<file path="config.mk">
export PLATFORM = sky130hd
export DESIGN_NAME = spi_master_byte_shifter
export DESIGN_NICKNAME = d
export VERILOG_FILES = /design/src/hdl/spims_pkg.sv /design/src/hdl/spims_in_reg.sv /design/src/hdl/spims_core.sv /design/src/hdl/spims_out_reg.sv /design/src/hdl/spi_master_byte_shifter.sv
export SDC_FILE = /design/constraint.sdc
export NUM_CORES = 1
export LEC_CHECK = 0
export ABC_AREA = 1
export BUFFER_PORTS_ARGS = -buffer_cell sky130_fd_sc_hd__buf_2
export CORE_MARGIN = 3
export CORE_UTILIZATION = 35
export CTS_CLUSTER_DIAMETER = 30
export CTS_CLUSTER_SIZE = 28
export DETAILED_ROUTE_END_ITERATION = 16
export GPL_TIMING_DRIVEN = 0
export PLACE_DENSITY = 0.58
export SLEW_MARGIN = 20
export SYNTH_ARGS = -nofsm -noshare
export SYNTH_HDL_FRONTEND = slang
export SYNTH_HIERARCHICAL = 1
export SYNTH_SLANG_ARGS = --single-unit
</file>
<file path="constraint.sdc">
create_clock -name clk -period 3.5 [get_ports clk]
set_input_delay 0.175 -clock clk [delete_from_list [all_inputs] [get_ports clk]]
set_output_delay 0.175 -clock clk [all_outputs]
set_load 0.005 [all_outputs]
</file>
<file path="src/hdl/spims_pkg.sv">
// ----------------------------------------------------------------------------
// spims_pkg
// Shared types and constants for the SPI master word shifter.
// ----------------------------------------------------------------------------
package spims_pkg;

    // Default shift width
    localparam int SPIMS_WORD_BITS = 8;

    // Request codes carried in func
    localparam logic [1:0] FUNC_TICK       = 2'd0;
    localparam logic [1:0] FUNC_WRITE_READ = 2'd1;
    localparam logic [1:0] FUNC_READ_ONLY  = 2'd2;

    // Configuration register indexes
    localparam logic [1:0] CFG_CLOCK_POLARITY = 2'd0;
    localparam logic [1:0] CFG_CLOCK_PHASE    = 2'd1;
    localparam logic [1:0] CFG_HALF_PERIOD    = 2'd2;

    // Configuration reset values
    localparam logic       CPOL_RESET        = 1'b1;
    localparam logic       CPHA_RESET        = 1'b1;
    localparam logic [7:0] HALF_PERIOD_RESET = 8'd2;

    // Input request payload
    typedef struct packed {
        logic [1:0] func;
        logic [7:0] tx_byte;
        logic       miso;
    } in_item_t;

    // Result payload
    typedef struct packed {
        logic       sck;
        logic       mosi;
        logic       busy_res;
        logic       done_res;
        logic [7:0] rx_byte;
    } out_item_t;

    // Configuration seen by the datapath
    typedef struct packed {
        logic       clock_polarity;
        logic       clock_phase;
        logic [7:0] half_period;
    } spims_cfg_t;

endpackage

</file>
<file path="src/hdl/spims_in_reg.sv">
// ----------------------------------------------------------------------------
// spims_in_reg
// Input register stage: captures one request per cycle while load is high.
// ----------------------------------------------------------------------------
module spims_in_reg
    import spims_pkg::*;
(
    input  logic     clk,
    input  logic     rst_n,
    input  logic     load,
    input  logic     drain,
    input  in_item_t item_in,
    output logic     valid,
    output in_item_t item_out
);

    logic     valid_reg;
    logic     valid_next;
    in_item_t item_reg;

    assign valid_next = load ? 1'b1 : (drain ? 1'b0 : valid_reg);

    always_ff @(posedge clk or negedge rst_n)
    begin
        if (!rst_n)
        begin
            valid_reg <= 1'b0;
        end
        else
        begin
            valid_reg <= valid_next;
        end
    end

    always_ff @(posedge clk)
    begin
        if (load)
        begin
            item_reg <= item_in;
        end
    end

    assign valid    = valid_reg;
    assign item_out = item_reg;

endmodule

</file>
<file path="src/hdl/spims_core.sv">
// ----------------------------------------------------------------------------
// spims_core
// Bus state and one-tick step logic for the SPI master.
// ----------------------------------------------------------------------------
module spims_core
    import spims_pkg::*;
#(
    parameter int WORD_BITS = SPIMS_WORD_BITS
)
(
    input  logic       clk,
    input  logic       rst_n,
    input  spims_cfg_t cfg,
    input  logic       fire,
    input  in_item_t   item,
    output out_item_t  result
);

    localparam int BLW = $clog2(WORD_BITS + 1);

    localparam logic [1:0] PH_IDLE   = 2'd0;
    localparam logic [1:0] PH_SETUP  = 2'd1;
    localparam logic [1:0] PH_SAMPLE = 2'd2;

    logic [WORD_BITS-1:0] shift_word_reg, shift_word_next;
    logic [BLW-1:0]       bits_left_reg, bits_left_next;
    logic [1:0]           phase_step_reg, phase_step_next;
    logic [7:0]           wait_count_reg, wait_count_next;
    logic                 clock_level_reg, clock_level_next;
    logic                 out_level_reg, out_level_next;
    logic                 read_only_flag_reg, read_only_flag_next;

    logic [7:0]           ph_len;
    logic [7:0]           wc_dec;
    logic [BLW-1:0]       bl_dec;
    logic                 do_setup;
    logic                 done;
    logic [WORD_BITS+7:0] rx_ext;
    logic [WORD_BITS+7:0] tx_ext;

    assign tx_ext = {{WORD_BITS{1'b0}}, item.tx_byte};

    always_comb
    begin
        ph_len = (cfg.half_period == 8'd0) ? 8'd1 : cfg.half_period;
        wc_dec = (wait_count_reg != 8'd0) ? wait_count_reg - 8'd1 : 8'd0;
        bl_dec = (bits_left_reg != '0) ? bits_left_reg - BLW'(1) : '0;

        shift_word_next     = shift_word_reg;
        bits_left_next      = bits_left_reg;
        phase_step_next     = phase_step_reg;
        wait_count_next     = wait_count_reg;
        clock_level_next    = clock_level_reg;
        out_level_next      = out_level_reg;
        read_only_flag_next = read_only_flag_reg;
        do_setup            = 1'b0;
        done                = 1'b0;
        rx_ext              = '0;

        case (phase_step_reg)
            PH_SETUP:
            begin
                wait_count_next = wc_dec;
                if (wc_dec == 8'd0)
                begin
                    // sampling edge
                    clock_level_next = ~clock_level_reg;
                    shift_word_next  = {shift_word_reg[WORD_BITS-1:1],
                                        shift_word_reg[0] | item.miso};
                    bits_left_next   = bl_dec;
                    if (bl_dec == '0)
                    begin
                        done   = 1'b1;
                        rx_ext = {8'd0, shift_word_next};
                    end
                    phase_step_next = PH_SAMPLE;
                    wait_count_next = ph_len;
                end
            end
            PH_SAMPLE:
            begin
                wait_count_next = wc_dec;
                if (wc_dec == 8'd0)
                begin
                    if (bits_left_reg == '0)
                    begin
                        phase_step_next  = PH_IDLE;
                        clock_level_next = cfg.clock_polarity;
                    end
                    else
                    begin
                        do_setup = 1'b1;
                    end
                end
            end
            default:
            begin
                // idle, and the unused code behaves the same
                phase_step_next  = PH_IDLE;
                clock_level_next = cfg.clock_polarity;
                if (item.func inside {FUNC_WRITE_READ, FUNC_READ_ONLY})
                begin
                    read_only_flag_next = (item.func == FUNC_READ_ONLY);
                    shift_word_next     = read_only_flag_next ? '0
                                          : tx_ext[WORD_BITS-1:0];
                    bits_left_next      = BLW'(WORD_BITS);
                    do_setup            = 1'b1;
                end
            end
        endcase

        if (do_setup)
        begin
            // setup phase: drive next bit, SCK to its leading level
            if (!read_only_flag_next)
            begin
                out_level_next = shift_word_next[WORD_BITS-1];
            end
            shift_word_next  = {shift_word_next[WORD_BITS-2:0], 1'b0};
            clock_level_next = cfg.clock_phase ? ~cfg.clock_polarity
                                               : cfg.clock_polarity;
            phase_step_next  = PH_SETUP;
            wait_count_next  = ph_len;
        end
    end

    always_ff @(posedge clk or negedge rst_n)
    begin
        if (!rst_n)
        begin
            shift_word_reg     <= '0;
            bits_left_reg      <= '0;
            phase_step_reg     <= PH_IDLE;
            wait_count_reg     <= 8'd0;
            clock_level_reg    <= CPOL_RESET;
            out_level_reg      <= 1'b0;
            read_only_flag_reg <= 1'b0;
        end
        else if (fire)
        begin
            shift_word_reg     <= shift_word_next;
            bits_left_reg      <= bits_left_next;
            phase_step_reg     <= phase_step_next;
            wait_count_reg     <= wait_count_next;
            clock_level_reg    <= clock_level_next;
            out_level_reg      <= out_level_next;
            read_only_flag_reg <= read_only_flag_next;
        end
    end

    always_comb
    begin
        result.sck      = clock_level_next;
        result.mosi     = out_level_next;
        result.busy_res = (phase_step_next != PH_IDLE);
        result.done_res = done;
        result.rx_byte  = rx_ext[7:0];
    end

endmodule

</file>
<file path="src/hdl/spims_out_reg.sv">
// ----------------------------------------------------------------------------
// spims_out_reg
// Result register: holds one result until the sink takes it.
// ----------------------------------------------------------------------------
module spims_out_reg
    import spims_pkg::*;
(
    input  logic      clk,
    input  logic      rst_n,
    input  logic      load,
    input  logic      stall,
    input  out_item_t item_in,
    output logic      valid,
    output out_item_t item_out
);

    logic      valid_reg;
    logic      valid_next;
    out_item_t item_reg;

    assign valid_next = load ? 1'b1 : (valid_reg && stall);

    always_ff @(posedge clk or negedge rst_n)
    begin
        if (!rst_n)
        begin
            valid_reg <= 1'b0;
        end
        else
        begin
            valid_reg <= valid_next;
        end
    end

    always_ff @(posedge clk)
    begin
        if (load)
        begin
            item_reg <= item_in;
        end
    end

    assign valid    = valid_reg;
    assign item_out = item_reg;

endmodule

</file>
<file path="src/hdl/spi_master_byte_shifter.sv">
// A request accepted into the input register is stepped by the core into the result register.
// Throughput: one request per cycle unless stalled; the core step sits between the registers.
// in_stall rises only when both registers are full and the result is stalled.
// Reset (rst_n low, async): bus idle, SCK at 1, MOSI 0, CPOL 1, CPHA 1, half period 2.
// Configuration writes are always ready and apply to the next phase change.
// ----------------------------------------------------------------------------
// spi_master_byte_shifter
// SPI master shifting one word MSB first in any CPOL/CPHA mode, one timebase
// tick per request.
// ----------------------------------------------------------------------------
module spi_master_byte_shifter
    import spims_pkg::*;
#(
    parameter int WORD_BITS = SPIMS_WORD_BITS
)
(
    input  logic       clk,
    input  logic       rst_n,
    // tick requests
    input  logic       in_valid,
    output logic       in_stall,
    input  in_item_t   in_data,
    // per-tick results
    output logic       out_valid,
    input  logic       out_stall,
    output out_item_t  out_data,
    // configuration writes
    input  logic       cfg_valid,
    output logic       cfg_ready,
    input  logic [1:0] cfg_index,
    input  logic [7:0] cfg_data
);

    logic       cpol_reg;
    logic       cpha_reg;
    logic [7:0] half_period_reg;
    spims_cfg_t cfg;

    logic       stage_valid;
    in_item_t   stage_item;
    logic       advance;     // result register can take a new value
    logic       fire;        // core steps on the staged request
    logic       accept;
    out_item_t  step_result;

    // Configuration registers; no back-pressure on this port.
    assign cfg_ready = 1'b1;

    always_ff @(posedge clk or negedge rst_n)
    begin
        if (!rst_n)
        begin
            cpol_reg        <= CPOL_RESET;
            cpha_reg        <= CPHA_RESET;
            half_period_reg <= HALF_PERIOD_RESET;
        end
        else if (cfg_valid && cfg_ready)
        begin
            case (cfg_index)
                CFG_CLOCK_POLARITY: cpol_reg        <= cfg_data[0];
                CFG_CLOCK_PHASE:    cpha_reg        <= cfg_data[0];
                CFG_HALF_PERIOD:    half_period_reg <= cfg_data;
                default:            ;
            endcase
        end
    end

    assign cfg.clock_polarity = cpol_reg;
    assign cfg.clock_phase    = cpha_reg;
    assign cfg.half_period    = half_period_reg;

    // Flow control: a staged request moves on whenever the result register
    // is empty or being drained this cycle.
    assign advance  = !out_valid || !out_stall;
    assign fire     = stage_valid && advance;
    assign in_stall = stage_valid && !advance;
    assign accept   = in_valid && !in_stall;

    spims_in_reg u_in_reg (
        .clk      (clk),
        .rst_n    (rst_n),
        .load     (accept),
        .drain    (fire),
        .item_in  (in_data),
        .valid    (stage_valid),
        .item_out (stage_item)
    );

    spims_core #(
        .WORD_BITS (WORD_BITS)
    ) u_core (
        .clk    (clk),
        .rst_n  (rst_n),
        .cfg    (cfg),
        .fire   (fire),
        .item   (stage_item),
        .result (step_result)
    );

    spims_out_reg u_out_reg (
        .clk      (clk),
        .rst_n    (rst_n),
        .load     (fire),
        .stall    (out_stall),
        .item_in  (step_result),
        .valid    (out_valid),
        .item_out (out_data)
    );

endmodule

</file>
==> flow_summary.toml, run 1 <==
[run_status]
status = "complete, no violations"

[sta]
fin_crit_sh_pct = 74.5
skew_ns = 0.00803
worst_pin_slew_ns = 0.867
max-slew-margin-rel_pct = 42.2
finalHoldViolations = 0
finalSetupViolCount = 0
rsz0062_at_grt = "no"
drv_slew = 0
period_minus_slack_ns = 2.61
fmax_mhz = 384
setup_ws_ns = 0.893
tns_ns = 0

[detailed_routing]
via_per_inst = 4.79
wl_per_cell_microns = 12.4
ant_nets = 0
dr_total_vias = 2636
drt_pass1_iterations = 4
drt_iter0_markers = 134
wl_microns = 6840
drc = 0

[cts]
clockBufferDepth = 2
cts_buffers = 9
clock-root-buffer = "clkbuf_8"
clkTransAtPathRegs_ns = 0.07
clock_sinks = 60
htreeDepth = 3
cts_resized = 0
cts_tree = "yes"
cts_hold_buffers = 6
insertion_delay_ns = 0.33
cts_setup_buffers = 0

[floorplanning]
ios = 41
core_sq_mm = 0.00885
die_x_microns = 102
rows = 34
dieArea_sq_mm = 0.0105
initial_core_util_pct = 36.6
die_h_microns = 102

[yosys]
synth.distinct_cells = 40
netlist_instances = 377
syn_area_sq_mm = 0.00324
synth_area_per_cell_sq_um = 8.60
ys_seq_area_share_pct = 50.0
synth_fp_nets = 408
yosysWarnings = 6
ys_ff_latch = 60

[finish]
syn2layout_area_growth_pct = 19.6
largest_register_ffs = 12
regArea_sq_mm = 0.00162
multi_input_comb_area_sq_mm = 0.00134
drive_gt1_share_pct = 21.3
diodes = 0
fillers = 911
nets = 468

[grt]
grt_pass1_vias = 2480
grt_usage_pct = 13.8
grt_max_degree = 38
grt_first_pass_wirelength_microns = 11300
antenna_found_initial = 0
grt-ovfl-total = 0

[critical_path]
worstSetupStartpointType = "register"
critPathKind = "register to register"
endpoint_kind = "register"
cp.required_ns = 3.75
critPathArrivalTime_ns = 2.86
critPathMaxFanout = 21

[hold_path]
min_path_type = "primary input to register"

[placed_design]
dp_hpwl_microns = 4910
place.gp.congestion = 0.879
io_buffers = 39
pre_cts_ws_ns = 0.884

[power_and_ir_drop]
leakagePower_nw = 1.85
pwr_density_cell_mw_per_mm2 = 754
peakVddDrop_v = 0.000317

[flow_run]
drv_cap = 0
cell usage in the layout, fill, tap and decap left out, types with 5 or more instances in the layout:
cell            n
nand3_1        25
dfrtp_1        33
dlygate4sd3_1  10
buf_2          40
nor2_1         40
inv_1          47
buf_4           5
o21ai_0        30
a21oi_1        11
nand2_1        89
edfxtp_1       23
nand2_4         5
o221ai_2        5
ha_1            5
nand4_1        11
o21ai_1         6
clkbuf_8       10
stage by stage:
stage	cells	area, sq um	total power, mW	utilization (%)	hold slack (ns)
6_report	550	3870	2.92	43.8	0.0207
3_3_place_gp	524	3570	2.28	40.4	0.352
2_1_floorplan	377	3240	1.98	-	-0.121
5_1_grt	550	3870	3.15	43.8	0.00320
3_5_place_dp	524	3580	2.31	40.5	0.334
4_1_cts	546	3830	2.94	43.3	0.000283
cell families (layout without fill, tap and decap cells):
logic type / after synthesis / after routing / share of synthesized area [%]
compound gates: 59 / 59 / 11.2
xor+xnor: 3 / 3 / 0.811
fa+ha+maj: 5 / 5 / 1.93
buf+inv: 62 / 127 / 8.92
flops: 60 / 60 / 50.0
mux: 1 / 1 / 0.309
other cells: 1 / 1 / 0.116
simple gates: 186 / 186 / 26.7
final cells by class:
class                   count  area share (%)
plain buffers              10            2.36
clock buffers              10            3.29
clock inverters             6            1.68
multi-input cells         255            34.6
inverters                  52            5.10
well taps                 108            3.49
repair buffers             49            7.62
flip-flops and latches     60            41.8
worst max-delay path, cell delays in order, from the launching register on:
cell	delay, ns
dfrtp_1	0.44
a21oi_4	0.63
clkinv_1	0.47
a21oi_1	0.50
buf_2	0.31
nand3_1	0.11
o21ai_0	0.08
synth_stat cells, drive strengths merged:
| cell | instances | area share [%] |
|---|---|---|
| nor2 | 45 | 6.1 |
| nand4 | 11 | 2.1 |
| or2 | 1 | 0.19 |
| mux2i | 1 | 0.31 |
| o221ai | 5 | 2.3 |
| o21ai | 37 | 5.8 |
| nor3 | 3 | 0.46 |
| inv | 51 | 6.0 |
| nand3 | 28 | 5.0 |
| and3 | 1 | 0.19 |
| nand2 | 96 | 12 |
| ha | 5 | 1.9 |
| clkbuf | 2 | 0.54 |
| edfxtp | 23 | 21 |
| a22oi | 1 | 0.23 |
| clkinv | 1 | 0.12 |
| nor4 | 1 | 0.19 |
| a221o | 1 | 0.31 |
| o22ai | 2 | 0.39 |
| buf | 8 | 2.3 |
| conb | 1 | 0.12 |
| a21oi | 12 | 1.9 |
| o22a | 1 | 0.27 |
| dfstp | 4 | 3.2 |
| xor2 | 3 | 0.81 |
| dfrtp | 33 | 25 |
power breakdown:
| group | total, mW | switching, mW | internal, mW | leakage [nW] |
|---|---|---|---|---|
| logic | 1.22 | 0.778 | 0.437 | 1.08 |
| clock network | 0.615 | 0.286 | 0.329 | 0.0962 |
| registers | 1.09 | 0.120 | 0.971 | 0.674 |
final timing paths:
check | startpoint | end | slack (ns) | cells past startpoint
max | u_out_reg/valid$_DFF_PN0_ | u_core/wait_count_reg[0]$_DFFE_PN0P_ | 0.89 | 6
min | in_data[10] | u_in_reg/item_out[10]$_DFFE_PP_ | 0.02 | 1
max reg2reg | u_out_reg/valid$_DFF_PN0_ | u_core/wait_count_reg[0]$_DFFE_PN0P_ | 0.89 | 6
min reg2reg | cpha_reg$_DFFE_PN1P_ | cpha_reg$_DFFE_PN1P_ | 0.48 | 2
max in group asynchronous | rst_n | half_period_reg[2]$_DFFE_PN0P_ | 2.45 | 2
min in group asynchronous | rst_n | u_core/shift_word_reg[4]$_DFFE_PN0P_ | 0.48 | 2
routing by layer:
metal,vias up,track usage [%],part of all wire (%)
met5,-,0,0
met4,0,4.94,0.67
met3,2,3.41,5.2
met2,57,19.6,42
met1,1209,20.3,52
li1,1368,-,-
No activity file was read; power rests on OpenSTA's default activity.
==> run 2, diff against run 1 <==
- clock period: 3.5 -> 2.7 ns (I/O delays scaled with it)
==> run 2 against run 1 <==
- clock skew fell by 0.0014 ns
- cell area increased by 0.81%
- combinational power is 31% higher
- sequential share of layout area shrank 0.34 points
- first-iteration DRC count grew 35%
- flip-flop and latch count unchanged
- largest power group unchanged
- critical path depth did not move
- utilization rose by 0.35 points
==> flow_summary.toml, run 2 (synthesis gave the netlist of run 1 again) <==
[critical_path]
endpoint_kind = "register"
critPathMaxFanout = 11
cp.required_ns = 2.95
worstSetupStartpointType = "register"
critPathKind = "register to register"
critPathArrivalTime_ns = 2.61

[detailed_routing]
wl_per_cell_microns = 12.8
drt_pass1_iterations = 4
drc = 0
via_per_inst = 4.86
dr_total_vias = 2690
ant_nets = 0
wl_microns = 7060
drt_iter0_markers = 181

[grt]
grt_first_pass_wirelength_microns = 11300
grt_max_degree = 38
grt_pass1_vias = 2432
antenna_found_initial = 0
grt-ovfl-total = 0
grt_usage_pct = 13.9

[cts]
clock-root-buffer = "clkbuf_8"
htreeDepth = 3
clock_sinks = 60
cts_setup_buffers = 0
insertion_delay_ns = 0.33
cts_buffers = 9
clkTransAtPathRegs_ns = 0.07
clockBufferDepth = 2
cts_tree = "yes"

[run_status]
status = "complete, no violations"

[finish]
final_cells = 553
final_cell_mix = "89 x nand2_1, 47 x inv_1, 40 x buf_2"
final_common_cell = "nand2_1"
nets = 471
drive_gt1_share_pct = 21.6
fillers = 883
largest_register_ffs = 12
fin_area_sq_mm = 0.00391
diodes = 0
fin_util_pct = 44.1
syn2layout_area_growth_pct = 20.5

[floorplanning]
initial_core_util_pct = 36.6
die_h_microns = 102
ios = 41
die_x_microns = 102
dieArea_sq_mm = 0.0105
core_sq_mm = 0.00885
rows = 34

[power_and_ir_drop]
pwr_density_cell_mw_per_mm2 = 975
peakVddDrop_v = 0.000481
leakagePower_nw = 1.86
total_power_mw = 3.81

[sta]
rsz0062_at_grt = "no"
finalHoldViolations = 0
fmax_mhz = 423
finalSetupViolCount = 0
fin_crit_sh_pct = 87.5
period_minus_slack_ns = 2.36
worst_pin_slew_ns = 0.893
drv_slew = 0
skew_ns = 0.00659
setup_ws_ns = 0.337
max-slew-margin-rel_pct = 40.5

[flow_run]
drv_cap = 0

[placed_design]
pre_cts_ws_ns = 0.0354
dp_hpwl_microns = 4910
io_buffers = 39
dp_cells = 524
place.gp.congestion = 0.869
post_dp_cell_area_sq_mm = 0.00358

[hold_path]
min_path_type = "primary input to register"
[run 2: final timing paths]
| kind | from | to | slack (ns) | cells after the start |
|---|---|---|---|---|
| max in group asynchronous | rst_n | u_core/read_only_flag_reg$_DFFE_PN0P_ | 1.67 | 2 |
| worst min register to register | cpha_reg$_DFFE_PN1P_ | cpha_reg$_DFFE_PN1P_ | 0.47 | 2 |
| worst max-delay path | u_out_reg/valid$_DFF_PN0_ | u_core/wait_count_reg[1]$_DFFE_PN0P_ | 0.34 | 6 |
| min in group asynchronous | rst_n | u_core/shift_word_reg[4]$_DFFE_PN0P_ | 0.46 | 2 |
| worst min-delay path | cfg_data[1] | half_period_reg[1]$_DFFE_PN1P_ | 0.04 | 3 |
| worst max register to register | u_out_reg/valid$_DFF_PN0_ | u_core/wait_count_reg[1]$_DFFE_PN0P_ | 0.34 | 6 |
[run 2: where the power goes]
group	switching, mW	leakage [nW]	internal (mW)
sequential	0.162	0.674	1.26
clock	0.361	0.0962	0.426
combinational	1.03	1.09	0.573
total	1.55	1.86	2.26
[run 2: final cells by class]
cell class | instances | area (sq um) | area share, %
clock buffers | 10 | 128 | 3.27
flip-flops and latches | 60 | 1620 | 41.5
inverters | 52 | 198 | 5.06
clock inverters | 6 | 65.1 | 1.67
repair buffers | 51 | 315 | 8.07
multi-input cells | 256 | 1350 | 34.6
well taps | 108 | 135 | 3.46
plain buffers | 10 | 91.3 | 2.34
[run 2: timing repair]
item                                    4_1_cts  5_1_grt
endpoints found under the setup margin        0        8
hold buffers                                 12        0
resized for setup                             0        1
endpoints found under the hold margin        44        0
[run 2: critical path: stages, from the launching register on]
cell	delay [ns]
dfrtp_1	0.49
a21oi_4	0.44
clkinv_1	0.36
a21oi_1	0.49
buf_2	0.31
nand3_1	0.10
o21ai_0	0.09
[run 2: through the flow]
| step | hold WS, ns | TNS (ns) |
|---|---|---|
| after floorplan | -0.161 | 0 |
| after global placement | 0.305 | -2.25 |
| after detailed placement | 0.314 | 0 |
| after CTS | 0.0266 | 0 |
| after global routing | 0.0509 | 0 |
| final | 0.0394 | 0 |
[run 2: metal layers]
layer	up-vias	GRT usage [%]	share of wire, %
met1	1225	21.0	51
met3	6	3.34	7.2
met4	0	4.74	0.92
met2	85	19.2	41
met5	-	0	0
li1	1374	-	-
